### config.mk
export PLATFORM = sky130hd
export DESIGN_NAME = delta_r_cross_cleaner
export DESIGN_NICKNAME = d
export VERILOG_FILES = /design/src/rtl/core/drcc_pkg.sv /design/src/rtl/core/drcc_ctrl.sv /design/src/rtl/core/drcc_dp.sv /design/src/rtl/core/delta_r_cross_cleaner.sv
export SDC_FILE = /design/constraint.sdc
export NUM_CORES = 1
export LEC_CHECK = 0
export ABC_AREA = 1
export BUFFER_PORTS_ARGS = -buffer_cell sky130_fd_sc_hd__buf_2
export CORE_MARGIN = 3
export CORE_UTILIZATION = 30
export CTS_BUF_LIST = sky130_fd_sc_hd__clkbuf_16
export DETAILED_ROUTE_END_ITERATION = 16
export SLEW_MARGIN = 20
export SYNTH_ARGS = -nofsm -noshare
export SYNTH_HDL_FRONTEND = slang
export SYNTH_SLANG_ARGS = --single-unit
### constraint.sdc
create_clock -name clk_i -period 8 [get_ports clk_i]
set_input_delay 1.6 -clock clk_i [delete_from_list [all_inputs] [get_ports clk_i]]
set_output_delay 1.6 -clock clk_i [all_outputs]
set_load 0.01 [all_outputs]
### src/rtl/core/drcc_pkg.sv
`timescale 1ns / 1ps
// ----------------------------------------------------------------------------
// drcc_pkg
// Shared types and constants for the delta-R cross cleaner.
// ----------------------------------------------------------------------------
package drcc_pkg;

  localparam int unsigned MaxRefs = 16;
  localparam int unsigned IdxW    = $clog2(MaxRefs);
  localparam int unsigned CntW    = $clog2(MaxRefs + 1);

  localparam int unsigned EtaW  = 13;
  localparam int unsigned PhiW  = 12;
  localparam int unsigned Dr2W  = 25;
  localparam int unsigned Eta2W = 27;  // (2^13 - 1)^2 fits
  localparam int unsigned Phi2W = 23;  // 2048^2 fits
  localparam int unsigned SumW  = 28;

  localparam logic [Dr2W-1:0] Dr2Reset = Dr2W'(1061);

  localparam logic CmdRef   = 1'b0;
  localparam logic CmdOther = 1'b1;

  typedef enum logic [1:0] {
    ST_IDLE,
    ST_SCAN,
    ST_DRAIN,
    ST_FINISH
  } drcc_state_e;

  typedef struct packed {
    logic accept;    // latch request, update store
    logic issue;     // read next reference into compare pipe
    logic load_out;  // move result into output register
  } drcc_cmd_t;

  typedef struct packed {
    logic in_is_ref;  // command field of the waiting request
    logic scan_done;  // all stored references issued
    logic pipe_busy;  // compares still in flight
    logic out_free;   // output register can take a result
  } drcc_status_t;

endpackage

### src/rtl/core/drcc_ctrl.sv
`timescale 1ns / 1ps
// ----------------------------------------------------------------------------
// drcc_ctrl
// Controller: sequences accept, reference scan, drain and result load.
// ----------------------------------------------------------------------------
module drcc_ctrl import drcc_pkg::*; (
  input  logic         clk_i,
  input  logic         rst_ni,
  input  logic         in_valid_i,
  output logic         in_stall_o,
  input  drcc_status_t status_i,
  output drcc_cmd_t    cmd_o
);

  drcc_state_e state_q, state_d;

  always_ff @(posedge clk_i or negedge rst_ni) begin
    if (!rst_ni) begin
      state_q <= ST_IDLE;
    end else begin
      state_q <= state_d;
    end
  end

  always_comb begin
    state_d = state_q;
    case (state_q)
      ST_IDLE: begin
        if (in_valid_i) begin
          state_d = status_i.in_is_ref ? ST_FINISH : ST_SCAN;
        end
      end
      ST_SCAN: begin
        if (status_i.scan_done) begin
          state_d = ST_DRAIN;
        end
      end
      ST_DRAIN: begin
        if (!status_i.pipe_busy) begin
          state_d = ST_FINISH;
        end
      end
      ST_FINISH: begin
        if (status_i.out_free) begin
          state_d = ST_IDLE;
        end
      end
      default: state_d = ST_IDLE;
    endcase
  end

  always_comb begin
    cmd_o      = '0;
    in_stall_o = 1'b1;
    case (state_q)
      ST_IDLE: begin
        in_stall_o   = 1'b0;
        cmd_o.accept = in_valid_i;
      end
      ST_SCAN: begin
        cmd_o.issue = !status_i.scan_done;
      end
      ST_DRAIN: begin
        cmd_o = '0;
      end
      ST_FINISH: begin
        cmd_o.load_out = status_i.out_free;
      end
      default: cmd_o = '0;
    endcase
  end

endmodule

### src/rtl/core/drcc_dp.sv
`timescale 1ns / 1ps
// ----------------------------------------------------------------------------
// drcc_dp
// Datapath: reference store, scan index, distance pipe, threshold, result.
// ----------------------------------------------------------------------------
module drcc_dp import drcc_pkg::*; (
  input  logic                   clk_i,
  input  logic                   rst_ni,
  input  drcc_cmd_t              cmd_i,
  output drcc_status_t           status_o,
  input  logic                   command_i,
  input  logic                   start_of_event_i,
  input  logic signed [EtaW-1:0] eta_i,
  input  logic        [PhiW-1:0] phi_i,
  input  logic                   cfg_we_i,
  input  logic        [Dr2W-1:0] cfg_wdata_i,
  output logic                   out_valid_o,
  input  logic                   out_stall_i,
  output logic                   keep_o,
  output logic                   reference_dropped_o
);

  logic [EtaW-1:0] eta_mem [MaxRefs];
  logic [PhiW-1:0] phi_mem [MaxRefs];

  logic [Dr2W-1:0] thr_q;
  logic [CntW-1:0] count_q, count_d;
  logic [CntW-1:0] idx_q;
  logic            cmd_q;
  logic signed [EtaW-1:0] eta_q;
  logic        [PhiW-1:0] phi_q;
  logic            dropped_q, dropped_d;
  logic            match_q;

  logic            v1_q, v2_q;
  logic signed [EtaW-1:0] rd_eta_q;
  logic        [PhiW-1:0] rd_phi_q;
  logic [Eta2W-1:0] e2_q;
  logic [Phi2W-1:0] p2_q;

  logic            out_valid_q, keep_q, out_drop_q;

  logic [CntW-1:0] eff_count;
  logic            has_room;
  logic            do_store;

  logic signed [EtaW:0]     de;
  logic signed [PhiW-1:0]   dp;
  logic signed [2*EtaW+1:0] de_sq;
  logic signed [2*PhiW-1:0] dp_sq;
  logic [SumW-1:0]          dist_sum;

  // start of event empties the store before the request is handled
  assign eff_count = start_of_event_i ? '0 : count_q;
  assign has_room  = (eff_count < CntW'(MaxRefs));
  assign do_store  = cmd_i.accept && (command_i == CmdRef) && has_room;

  always_comb begin
    count_d   = count_q;
    dropped_d = dropped_q;
    if (cmd_i.accept) begin
      count_d   = do_store ? eff_count + CntW'(1) : eff_count;
      dropped_d = (command_i == CmdRef) && !has_room;
    end
  end

  always_ff @(posedge clk_i) begin
    if (do_store) begin
      eta_mem[eff_count[IdxW-1:0]] <= eta_i;
      phi_mem[eff_count[IdxW-1:0]] <= phi_i;
    end
    if (cmd_i.issue) begin
      rd_eta_q <= eta_mem[idx_q[IdxW-1:0]];
      rd_phi_q <= phi_mem[idx_q[IdxW-1:0]];
    end
  end

  always_ff @(posedge clk_i or negedge rst_ni) begin
    if (!rst_ni) begin
      thr_q   <= Dr2Reset;
      count_q <= '0;
    end else begin
      if (cfg_we_i) begin
        thr_q <= cfg_wdata_i;
      end
      count_q <= count_d;
    end
  end

  // request latch and scan index
  always_ff @(posedge clk_i) begin
    if (cmd_i.accept) begin
      cmd_q     <= command_i;
      eta_q     <= eta_i;
      phi_q     <= phi_i;
      dropped_q <= dropped_d;
    end
  end

  always_ff @(posedge clk_i or negedge rst_ni) begin
    if (!rst_ni) begin
      idx_q <= '0;
    end else if (cmd_i.accept) begin
      idx_q <= '0;
    end else if (cmd_i.issue) begin
      idx_q <= idx_q + CntW'(1);
    end
  end

  // distance pipe: read -> squares -> sum and compare
  assign de       = (EtaW+1)'(eta_q) - (EtaW+1)'(rd_eta_q);
  assign dp       = $signed(phi_q - rd_phi_q);  // wraps modulo a full turn
  assign de_sq    = de * de;
  assign dp_sq    = dp * dp;
  assign dist_sum = SumW'(e2_q) + SumW'(p2_q);

  always_ff @(posedge clk_i) begin
    e2_q <= de_sq[Eta2W-1:0];
    p2_q <= dp_sq[Phi2W-1:0];
  end

  always_ff @(posedge clk_i or negedge rst_ni) begin
    if (!rst_ni) begin
      v1_q    <= 1'b0;
      v2_q    <= 1'b0;
      match_q <= 1'b0;
    end else begin
      v1_q <= cmd_i.issue;
      v2_q <= v1_q;
      if (cmd_i.accept) begin
        match_q <= 1'b0;
      end else if (v2_q && (dist_sum <= SumW'(thr_q))) begin
        match_q <= 1'b1;
      end
    end
  end

  // output register
  always_ff @(posedge clk_i or negedge rst_ni) begin
    if (!rst_ni) begin
      out_valid_q <= 1'b0;
    end else if (cmd_i.load_out) begin
      out_valid_q <= 1'b1;
    end else if (!out_stall_i) begin
      out_valid_q <= 1'b0;
    end
  end

  always_ff @(posedge clk_i) begin
    if (cmd_i.load_out) begin
      keep_q     <= (cmd_q == CmdRef) || !match_q;
      out_drop_q <= (cmd_q == CmdRef) && dropped_q;
    end
  end

  assign out_valid_o         = out_valid_q;
  assign keep_o              = keep_q;
  assign reference_dropped_o = out_drop_q;

  assign status_o.in_is_ref = (command_i == CmdRef);
  assign status_o.scan_done = (idx_q == count_q);
  assign status_o.pipe_busy = v1_q || v2_q;
  assign status_o.out_free  = !out_valid_q || !out_stall_i;

endmodule

### src/rtl/core/delta_r_cross_cleaner.sv
`timescale 1ns / 1ps
// Sequence: a reference request goes from accept to the finish state, where the
//   result loads once the output register is free; an other request first scans
//   the N stored references (0..16) through the distance compare pipe, one entry
//   per cycle, and drains it first. A new request is taken only in the idle state.
// Reset: async active low; store count cleared, threshold back to 1061,
//   store contents left undefined.
// ----------------------------------------------------------------------------
// delta_r_cross_cleaner
// Top level: removes other objects within delta-R of stored reference objects.
// ----------------------------------------------------------------------------
module delta_r_cross_cleaner import drcc_pkg::*; (
  input  logic                   clk_i,
  input  logic                   rst_ni,
  input  logic                   in_valid_i,
  output logic                   in_stall_o,
  input  logic                   command_i,
  input  logic                   start_of_event_i,
  input  logic signed [EtaW-1:0] eta_i,
  input  logic        [PhiW-1:0] phi_i,
  output logic                   out_valid_o,
  input  logic                   out_stall_i,
  output logic                   keep_o,
  output logic                   reference_dropped_o,
  input  logic                   cfg_we_i,
  input  logic        [Dr2W-1:0] cfg_wdata_i
);

  drcc_cmd_t    cmd;
  drcc_status_t status;

  drcc_ctrl u_ctrl (
    .clk_i      (clk_i),
    .rst_ni     (rst_ni),
    .in_valid_i (in_valid_i),
    .in_stall_o (in_stall_o),
    .status_i   (status),
    .cmd_o      (cmd)
  );

  drcc_dp u_dp (
    .clk_i               (clk_i),
    .rst_ni              (rst_ni),
    .cmd_i               (cmd),
    .status_o            (status),
    .command_i           (command_i),
    .start_of_event_i    (start_of_event_i),
    .eta_i               (eta_i),
    .phi_i               (phi_i),
    .cfg_we_i            (cfg_we_i),
    .cfg_wdata_i         (cfg_wdata_i),
    .out_valid_o         (out_valid_o),
    .out_stall_i         (out_stall_i),
    .keep_o              (keep_o),
    .reference_dropped_o (reference_dropped_o)
  );

endmodule

; ---- Word-level counts from Yosys, hierarchy flattened
; Memories as Yosys holds them, arrays and structs flattened. A register that Yosys moved wholly into a read port is not among the register bits.
; Index checks and enable logic that the tools add are counted.
[classes]
eq_ne = 9
n_lt_le_gt_ge = 2
bitwise_logic = 2
multipliers = 2
addsub = 5
mux = 20
reduce_logical = 17
[op_table]
columns = cell, n
row1 = 27-bit by 23-bit adder with 28-bit output, 1
row2 = 28-bit by 25-bit less-or-equal comparator with 1-bit output, 1
row3 = 14-bit by 14-bit multiplier with 27-bit output, 1
row4 = 12-bit by 12-bit multiplier with 23-bit output, 1
row5 = 5-bit two-way mux, 4
row6 = 13-bit by 13-bit subtractor with 14-bit output, 1
row7 = 12-bit subtractor, 1
row8 = "5-bit by 1-bit adder with 5-bit output, second input constant", 2
row9 = 1-bit two-way mux, 10
row10 = 2-bit two-way mux, 5
row11 = 2-bit case mux with 4 select lines, 1
row12 = "2-bit by 1-bit != test with 1-bit output, second input constant", 3
row13 = 5-bit == test, 1
row14 = 1-bit logical AND, 5
row15 = 1-bit zero test, 5
row16 = "5-bit < comparator, second input constant", 1
row17 = "2-bit == test, second input constant", 2
row18 = "2-bit != test, second input constant", 2
row19 = 4-bit AND reduction, 1
row20 = 2-bit nonzero test, 2
row21 = 1-bit logical OR, 3
row22 = "2-bit by 1-bit == test with 1-bit output, second input constant", 1
row23 = 2-bit zero test, 1
row24 = 1-bit NOT, 2
[totals]
memories = 2
input_bits = 57
ramBits = 400
out_inout_bits = 4
word_cells = 75
register_bits = 120
[memory_table]
columns = name, depth, word_bits, rd, rd_ports_with_merged_regs, wr, line
row1 = u_dp.eta_mem, 16, 13, 1, 1, 1, drcc_dp.sv:23  ; logic [EtaW-1:0] eta_mem [MaxRefs];
row2 = u_dp.phi_mem, 16, 12, 1, 1, 1, drcc_dp.sv:24  ; logic [PhiW-1:0] phi_mem [MaxRefs];

; ---- Longest topological paths before layout
; Gate-level depths: netlist of run 1.
[logic_depth]
depth_word = 6
mapped_depth = 37
depth_no_buf = 37

; ---- Modules after synthesis
; From an unflattened synthesis of run 1, not the netlist that was laid out.
[hier_totals]
cells_unflattened = 3203
area_unflattened_um2 = 33882.5
[by_module_without_submodules]
columns = mod, cells_per_inst, n_inst, area_each_um2, seq_area_each_um2
row1 = drcc_dp, 3168, 1, 33636.0, 15574.9
row2 = drcc_ctrl, 35, 1, 246.5, 50.0

; ---- Worst setup path after synthesis of run 1
; OpenSTA, ideal clock, no wires.
[synth_timing]
path_kind = register to register
start = register u_dp.eta_q[0]
end = register u_dp.e2_q[25]
path_buffers = 0
path_stages_with_launch = 35
slack_ps = 1157
period_less_slack_ps = 6843
arrival_ps = 6718
required_time_ps = 7875
setup_ps = 125
path_cell_list = edfxtp_1 -> inv_1 -> ha_1 -> inv_1 -> fa_1 -> nand3_1 -> nand2_1 -> nand2_1 -> nand2_1 -> a21oi_1 -> o21bai_1 -> nand2_1 -> nand2_2 -> a21oi_4 -> xor2_4 -> nor2_1 -> fa_1 -> fa_1 -> inv_1 -> fa_1 -> inv_1 -> fa_1 -> inv_1 -> fa_1 -> fa_1 -> inv_1 -> ha_1 -> nand2_1 -> nor3_1 -> nand4_1 -> nand3_1 -> nand3_1 -> nand2_1 -> a31oi_1 -> xor2_1
[synth_via]
elab_chain_len = 2
[synth_rtl]
columns = item, line
row1 = start: declaration, drcc_dp.sv:30  ; logic signed [EtaW-1:0] eta_q;
row2 = start signal: assignment, drcc_dp.sv:94  ; eta_q <= eta_i;
row3 = 13-bit by 13-bit subtractor with 14-bit output, drcc_dp.sv:111  ; assign de = (EtaW+1)'(eta_q) - (EtaW+1)'(rd_eta_q);
row4 = 14-bit by 14-bit multiplier with 27-bit output, drcc_dp.sv:113  ; assign de_sq = de * de;
row5 = named net u_dp.de_sq[25], drcc_dp.sv:49  ; logic signed [2*EtaW+1:0] de_sq;
row6 = end signal: assignment, drcc_dp.sv:118  ; e2_q <= de_sq[Eta2W-1:0];
row7 = end: declaration, drcc_dp.sv:38  ; logic [Eta2W-1:0] e2_q;
; The timed path passes the listed nets, and every way through them passes these cells.
; A chain may end at the register's enable or synchronous reset.

; ---- Worst setup path after layout of run 1
; Same ends and word-level chain as after synthesis.

==> impl_results.md, run 1 <==
- Outcome: finished, final reports clean
- R2R Setup Slk: 0.58 ns
- Final nets: 3710
- Core area: 0.111 mm²
- Post-synthesis async set-or-reset flop share: 7.55%
- CP max-delay cell: fa_1
- Startpoint Class: flip-flop
- Post-route ant nets: 0
- Tot GR Track Use: 14.0%
- Largest net degree at the start of global routing: 167
- Die W: 342 µm
- Initial Util: 30.4%
- Drt total wl: 80700 µm
- Count of cell types in the netlist: 55
- Tcrit/Tclk final: 92.8%
- First-pass GRT wire length: 128000 µm
- Worst Setup End Kind: flip-flop
- Critical path fanouts, max: 7
- CTS max path bufs: 3
- Share of cells above drive strength 1: 7.02%
- Clock Sinks: 543
- Via count: 21900
- WL per Instance: 17.1 µm
- Max-slew headroom: 36.2%
- Clk root buf: clkbuf_16
- Hpwl dp: 53900 µm
- Setup TNS: 0 ns
- Post-Place Worst Slack: 0.589 ns
- Port bufs: 60
- Area share of fa/ha/maj cells after synthesis: 24.3%
- Register area share after synthesis: 46.3%
- RSZ-0062 raised after global routing: no
- I/O Pins: 61
- Fin. Hold Viols: 0
- Max-cap violations: 0
- Skew-Pair Late Insertion Delay: 0.62 ns
- Worst-Margin Slew: 0.958 ns
- Predominant post-synthesis flop cell: edfxtp_1
- Post-DP Area: 0.0360 mm²
- CTS tree: built
- Worst min-delay path class: flip-flop to flip-flop
- Chip height: 342 µm
- FF-to-FF path depth: 34
- Kind of critical path: flip-flop to flip-flop
- Synth Cell Area: 0.0338 mm²
- Crit path largest cell delay: 0.56 ns
- Placed cells: 4601
- Most used cell, CP: fa_1
- Final GP Congestion: 0.861
- Syn Area/Cell: 10.9 µm²
- Area grow syn2layout: 11.9%
- Largest family of logic cells by synthesized area: adder cells
- Number of global-route vias before repair: 22300
- Synth Area in Compound Gates: 8.10%
- Most common cell after layout, fill and taps aside: inv_1
- Initial antenna violation count: 11
- Post-CTS setup buffer count: 0
- # setup viols final: 0
- Final instance area: 0.0378 mm²
- Proportion of synthesized area in mux cells: 1.13%
- Max-slew violations: 0
- First drt pass iteration count: 5
- Starting DRT DRC Count: 1427
- Synth Area in Simple Gates: 10.4%
- Worst hold stages: 0
- FMAX: 135 MHz
- Crit path required time: 8.49 ns
- Most frequent cells in the layout: 528 x inv_1, 454 x edfxtp_1, 416 x nor2_1
- Layout Skew: 0.0130 ns
- Congestion Overflow GR: 0
- Synth Area in XOR/XNOR: 2.79%
- Fin worst setup slack: 0.579 ns
- Die ar.: 0.117 mm²
- Routed vias/inst: 4.65
- Register bit total from synthesis: 543
- Mapped Cells: 3109
- Worst Path Arrival: 7.91 ns
- Warnings, synthesis: 0
- Tmin final: 7.42 ns
- # DRC: 0
- Num CTS Buffers: 57
- H-tree depth: 2
- Fin cells: 4711
- Clock transition at path regs: 0.06 ns
- EDFF count, synth: 454
- Site row count: 122
worst max-delay path, delay by kind of cell (launching register included):
family / cells / cell delay [ns]
AOI/OAI and AO/OA: 4 / 0.59
buffers and inverters: 6 / 0.33
and+or+nand+nor: 13 / 1.47
adders and majority gates: 9 / 4.07
xor gates and xnor gates: 2 / 0.47
DFF: 1 / 0.35
sequential cells by signal, summed over array words and instances (netlist names), 12 cells and up:
signal / cells
u_dp.eta_mem: 208
u_dp.phi_mem: 192
u_dp.e2_q: 26
u_dp.thr_q: 25
u_dp.p2_q: 22
u_dp.eta_q: 13
u_dp.rd_eta_q: 13
u_dp.phi_q: 12
u_dp.rd_phi_q: 12
per-layer routing:
| layer | GRT usage (%) | wire length [µm] |
|---|---|---|
| met1 | 19.4 | 36500 |
| met2 | 22.6 | 37200 |
| met3 | 2.66 | 5490 |
| met4 | 3.15 | 1480 |
| met5 | 0 | 60 |
synth_stat cells, types with 2 or more instances:
master     number  area share, %
a21o_1          8           0.18
or2_2           4          0.074
a21oi_1       104            1.5
inv_1         519            5.8
o22ai_1         4          0.074
buf_4           2          0.044
and2_1          2          0.037
nand4_1        12           0.22
dfrtp_1        37            2.7
a31oi_1         6           0.11
buf_1           3          0.033
inv_2           6          0.067
or2_1           2          0.037
o21bai_1        7           0.16
buf_2          13           0.19
o21a_1          3          0.067
o32ai_1        63            1.6
o211ai_1       16           0.36
ha_1          189            7.0
o221ai_1       37           0.96
clkinv_1        5          0.056
o2111ai_1       3          0.078
xnor2_1        32           0.83
o31ai_1         2          0.044
edfxtp_1      454             40
o21ai_1         6          0.089
nand2_2         2          0.037
nor3_1         20           0.30
nor4_1          5          0.093
nand3_1        69            1.0
xor2_4          2           0.16
o21ai_0       173            2.6
mux2i_1        37            1.1
dfstp_2         4           0.31
nand2_1       325            3.6
a211oi_1        2          0.044
clkbuf_1       79           0.88
fa_1          292             17
xor2_1         65            1.7
nor2_1        433            4.8
dfxtp_1        48            2.8
kinds of logic (layout without fill, tap and decap cells):
family,count (synthesis),count (layout)
AO/OA/AOI/OAI,440,440
adder cells (fa/ha/maj),481,481
flip-flops,543,543
other,1,7
AND/OR/NAND/NOR,878,878
buffers and inverters,627,735
multiplexers,38,38
XOR/XNOR,101,101
cell type report:
cell class	count	area, µm²
antenna	5	12.5
clock buffer	57	1430
clock inverter	48	355
fill	11200	73300
inverter	530	1990
multi-input combinational	1940	15900
sequential	543	15600
tap	1488	1860
timing repair buffer	100	626
final timing paths:
check                                    from            end
worst min register to register      u_dp.v1_q      u_dp.v2_q
worst max-delay path            u_dp.eta_q[0]  u_dp.e2_q[25]
worst min-delay path                u_dp.v1_q      u_dp.v2_q
worst max register to register  u_dp.eta_q[0]  u_dp.e2_q[25]
max in group asynchronous              rst_ni  u_dp.idx_q[1]
min in group asynchronous              rst_ni   u_dp.match_q
stage by stage:
step	hold WS [ns]	util, %
after floorplan	0.349	-
after global placement	0.376	32.4
after detailed placement	0.371	32.4
after CTS	0.384	34.0
after global routing	0.408	34.0
final	0.378	34.0
repair_timing:
action / CTS / global route
hold buffers: 0 / 0
endpoints found under the setup margin: 0 / 1
resized for setup: 0 / 1
Power of run 1 is left out: the tool's default activity adds up to more than one toggle a clock period on the data nets, which glitch-free logic cannot reach.
==> run 2, diff against run 1 <==
Settings changed: CORE_MARGIN 3 to 2.
==> run 2 against run 1 <==
Effect of this change: die area down 1.2%; maximum frequency down 1.0%; global-route usage is 0.37 points lower; hold slack gained 0.015 ns; utilization is 0.23 points lower; non-clock buffer count shrank 3; clock skew is 0.044 ns higher.
==> impl_results.md, run 2 (synthesis gave the netlist of run 1 again) <==
- Tcrit/Tclk final: 93.7% (+0.97 points)
- Worst Setup End Kind: flip-flop
- Routed vias/inst: 4.63 (-0.49%)
- # setup viols final: 0 (unchanged)
- Post-CTS setup buffer count: 0 (unchanged)
- Via count: 21800 (-0.38%)
- Setup TNS: 0 ns (unchanged)
- Max FFs per register: 208 (unchanged)
- Worst Path Arrival: 7.97 ns (+0.06 ns)
- Max-slew violations: 0 (unchanged)
- Crit path required time: 8.48 ns (about the same)
- Core area: 0.112 mm² (+0.82%)
- Layout Skew: 0.0565 ns (+0.0435 ns)
- RSZ-0062 raised after global routing: no
- Outcome: finished, final reports clean
- Starting DRT DRC Count: 1787 (+25%)
- Hold buffers post-CTS: 0 (unchanged)
- Number of global-route vias before repair: 22200 (-0.39%)
- Post-Route M1 WL: 37000 µm (+1.5%)
- Worst min-delay path class: flip-flop to flip-flop
- Post-DP Area: 0.0360 mm² (about the same)
- Share of cells above drive strength 1: 6.82% (-0.20 points)
- Filler cell count: 11300 (+0.88%)
- # DRC: 0 (unchanged)
- Kind of critical path: flip-flop to flip-flop
- Multi-input logic area: 0.0159 mm² (about the same)
- Max-cap violations: 0 (unchanged)
- Die W: 340 µm (-0.59%)
- Startpoint Class: flip-flop
- Seq. cell area: 0.0156 mm² (unchanged)
- Largest net degree at the start of global routing: 166 (-0.60%)
- Skew-Pair Late Insertion Delay: 0.65 ns (+0.03 ns)
- First drt pass iteration count: 5 (unchanged)
- Initial Util: 30.1% (-0.25 points)
- Tmin final: 7.50 ns (+0.0773 ns)
- Drt total wl: 78400 µm (-2.8%)
- Clock Sinks: 543 (unchanged)
- First-pass GRT wire length: 124000 µm (-2.6%)
- Final GP Congestion: 0.899 (+4.5%)
- FMAX: 133 MHz (-1.0%)
- Site row count: 123 (+0.82%)
- CTS tree: built
- CP max-delay cell: fa_1
- Critical path buffers and inverters: 6 (unchanged)
- CTS max path bufs: 3 (unchanged)
- WL per Instance: 16.6 µm (-2.9%)
- Final instance area: 0.0379 mm² (+0.14%)
- Delay-heaviest family, CP: adder cells
- Most used cell, CP: fa_1
- Hpwl dp: 53300 µm (-1.2%)
- Met3 WL post-DR: 4720 µm (-14%)
- Tot GR Track Use: 13.6% (-0.37 points)
- Area grow syn2layout: 12.1%
- Final nets: 3706 (-0.11%)
- Most common cell after layout, fill and taps aside: inv_1
- Fin. Hold Viols: 0 (unchanged)
- Crit path largest cell delay: 0.55 ns (about the same)
- Congestion Overflow GR: 0 (unchanged)
- R2R Setup Slk: 0.50 ns (-0.08 ns)
- Clock transition at path regs: 0.06 ns (about the same)
- Most frequent cells in the layout: 535 x inv_1, 454 x edfxtp_1, 416 x nor2_1
- Clk root buf: clkbuf_16
- Num CTS Buffers: 56 (-1.8%)
- Post-route ant nets: 0 (unchanged)
- Initial antenna violation count: 12 (+1)
- Max-slew headroom: 26.0% (-10 points)
- Top layer reached by signal wires: met5
- I/O Pins: 61 (unchanged)
- Chip height: 340 µm (-0.59%)
- Port bufs: 60 (unchanged)
- WL met2: 34900 µm (-6.2%)
- Critical path fanouts, max: 10 (+3)
- H-tree depth: 2 (unchanged)
- Worst-Margin Slew: 1.11 ns (+0.149 ns)
- Die ar.: 0.115 mm² (-1.2%)
- PostCTS Resize Cnt: 0 (unchanged)
-- run 2: cell types whose count changed in the layout (fill, tap and decap cells not counted), moves of 2 or more --
cell | previous run | this run
clkinv_1 | 23 | 16
buf_16 | 0 | 2
clkinv_16 | 0 | 2
inv_16 | 2 | 0
clkinvlp_4 | 5 | 2
buf_4 | 38 | 34
clkinv_2 | 7 | 5
inv_1 | 528 | 535
-- run 2: per-layer routing --
layer	global-route usage [%]	vias to the layer above
met1	19.4	10700
met5	0	-
met4	3.44	18
li1	-	10400
met2	21.3	543
met3	2.45	124
-- run 2: path summary, 6_finish.rpt --
| path | startpoint | depth (start not counted) | endpoint |
|---|---|---|---|
| setup / recovery | u_dp.eta_q[0] | 34 | u_dp.e2_q[25] |
| hold / removal | u_dp.v1_q | 0 | u_dp.v2_q |
| setup reg to reg | u_dp.eta_q[0] | 34 | u_dp.e2_q[25] |
| hold reg to reg | u_dp.v1_q | 0 | u_dp.v2_q |
| max in group asynchronous | rst_ni | 1 | u_dp.idx_q[1] |
| min in group asynchronous | rst_ni | 1 | u_dp.thr_q[4] |
-- run 2: per-stage QoR --
| step | setup slack, ns | utilization [%] | hold slack (ns) | std cells |
|---|---|---|---|---|
| 2_1_floorplan | 1.16 | - | 0.349 | 3110 |
| 3_3_place_gp | 0.720 | 32.1 | 0.381 | 4608 |
| 3_5_place_dp | 0.594 | 32.1 | 0.371 | 4609 |
| 4_1_cts | 0.547 | 33.8 | 0.385 | 4711 |
| 5_1_grt | 0.0306 | 33.8 | 0.403 | 4712 |
| 6_report | 0.501 | 33.8 | 0.393 | 4716 |
-- run 2: layout make-up --
| cell class | count | share of cell area, % |
|---|---|---|
| timing repair buffer | 97 | 1.71 |
| antenna | 4 | 0.0264 |
| clock inverter | 45 | 0.995 |
| tap | 1500 | 4.96 |
| inverter | 530 | 5.26 |
| sequential | 543 | 41.3 |
| multi-input combinational | 1940 | 42.0 |
| clock buffer | 57 | 3.77 |
Power of run 2 is left out for the same reason.
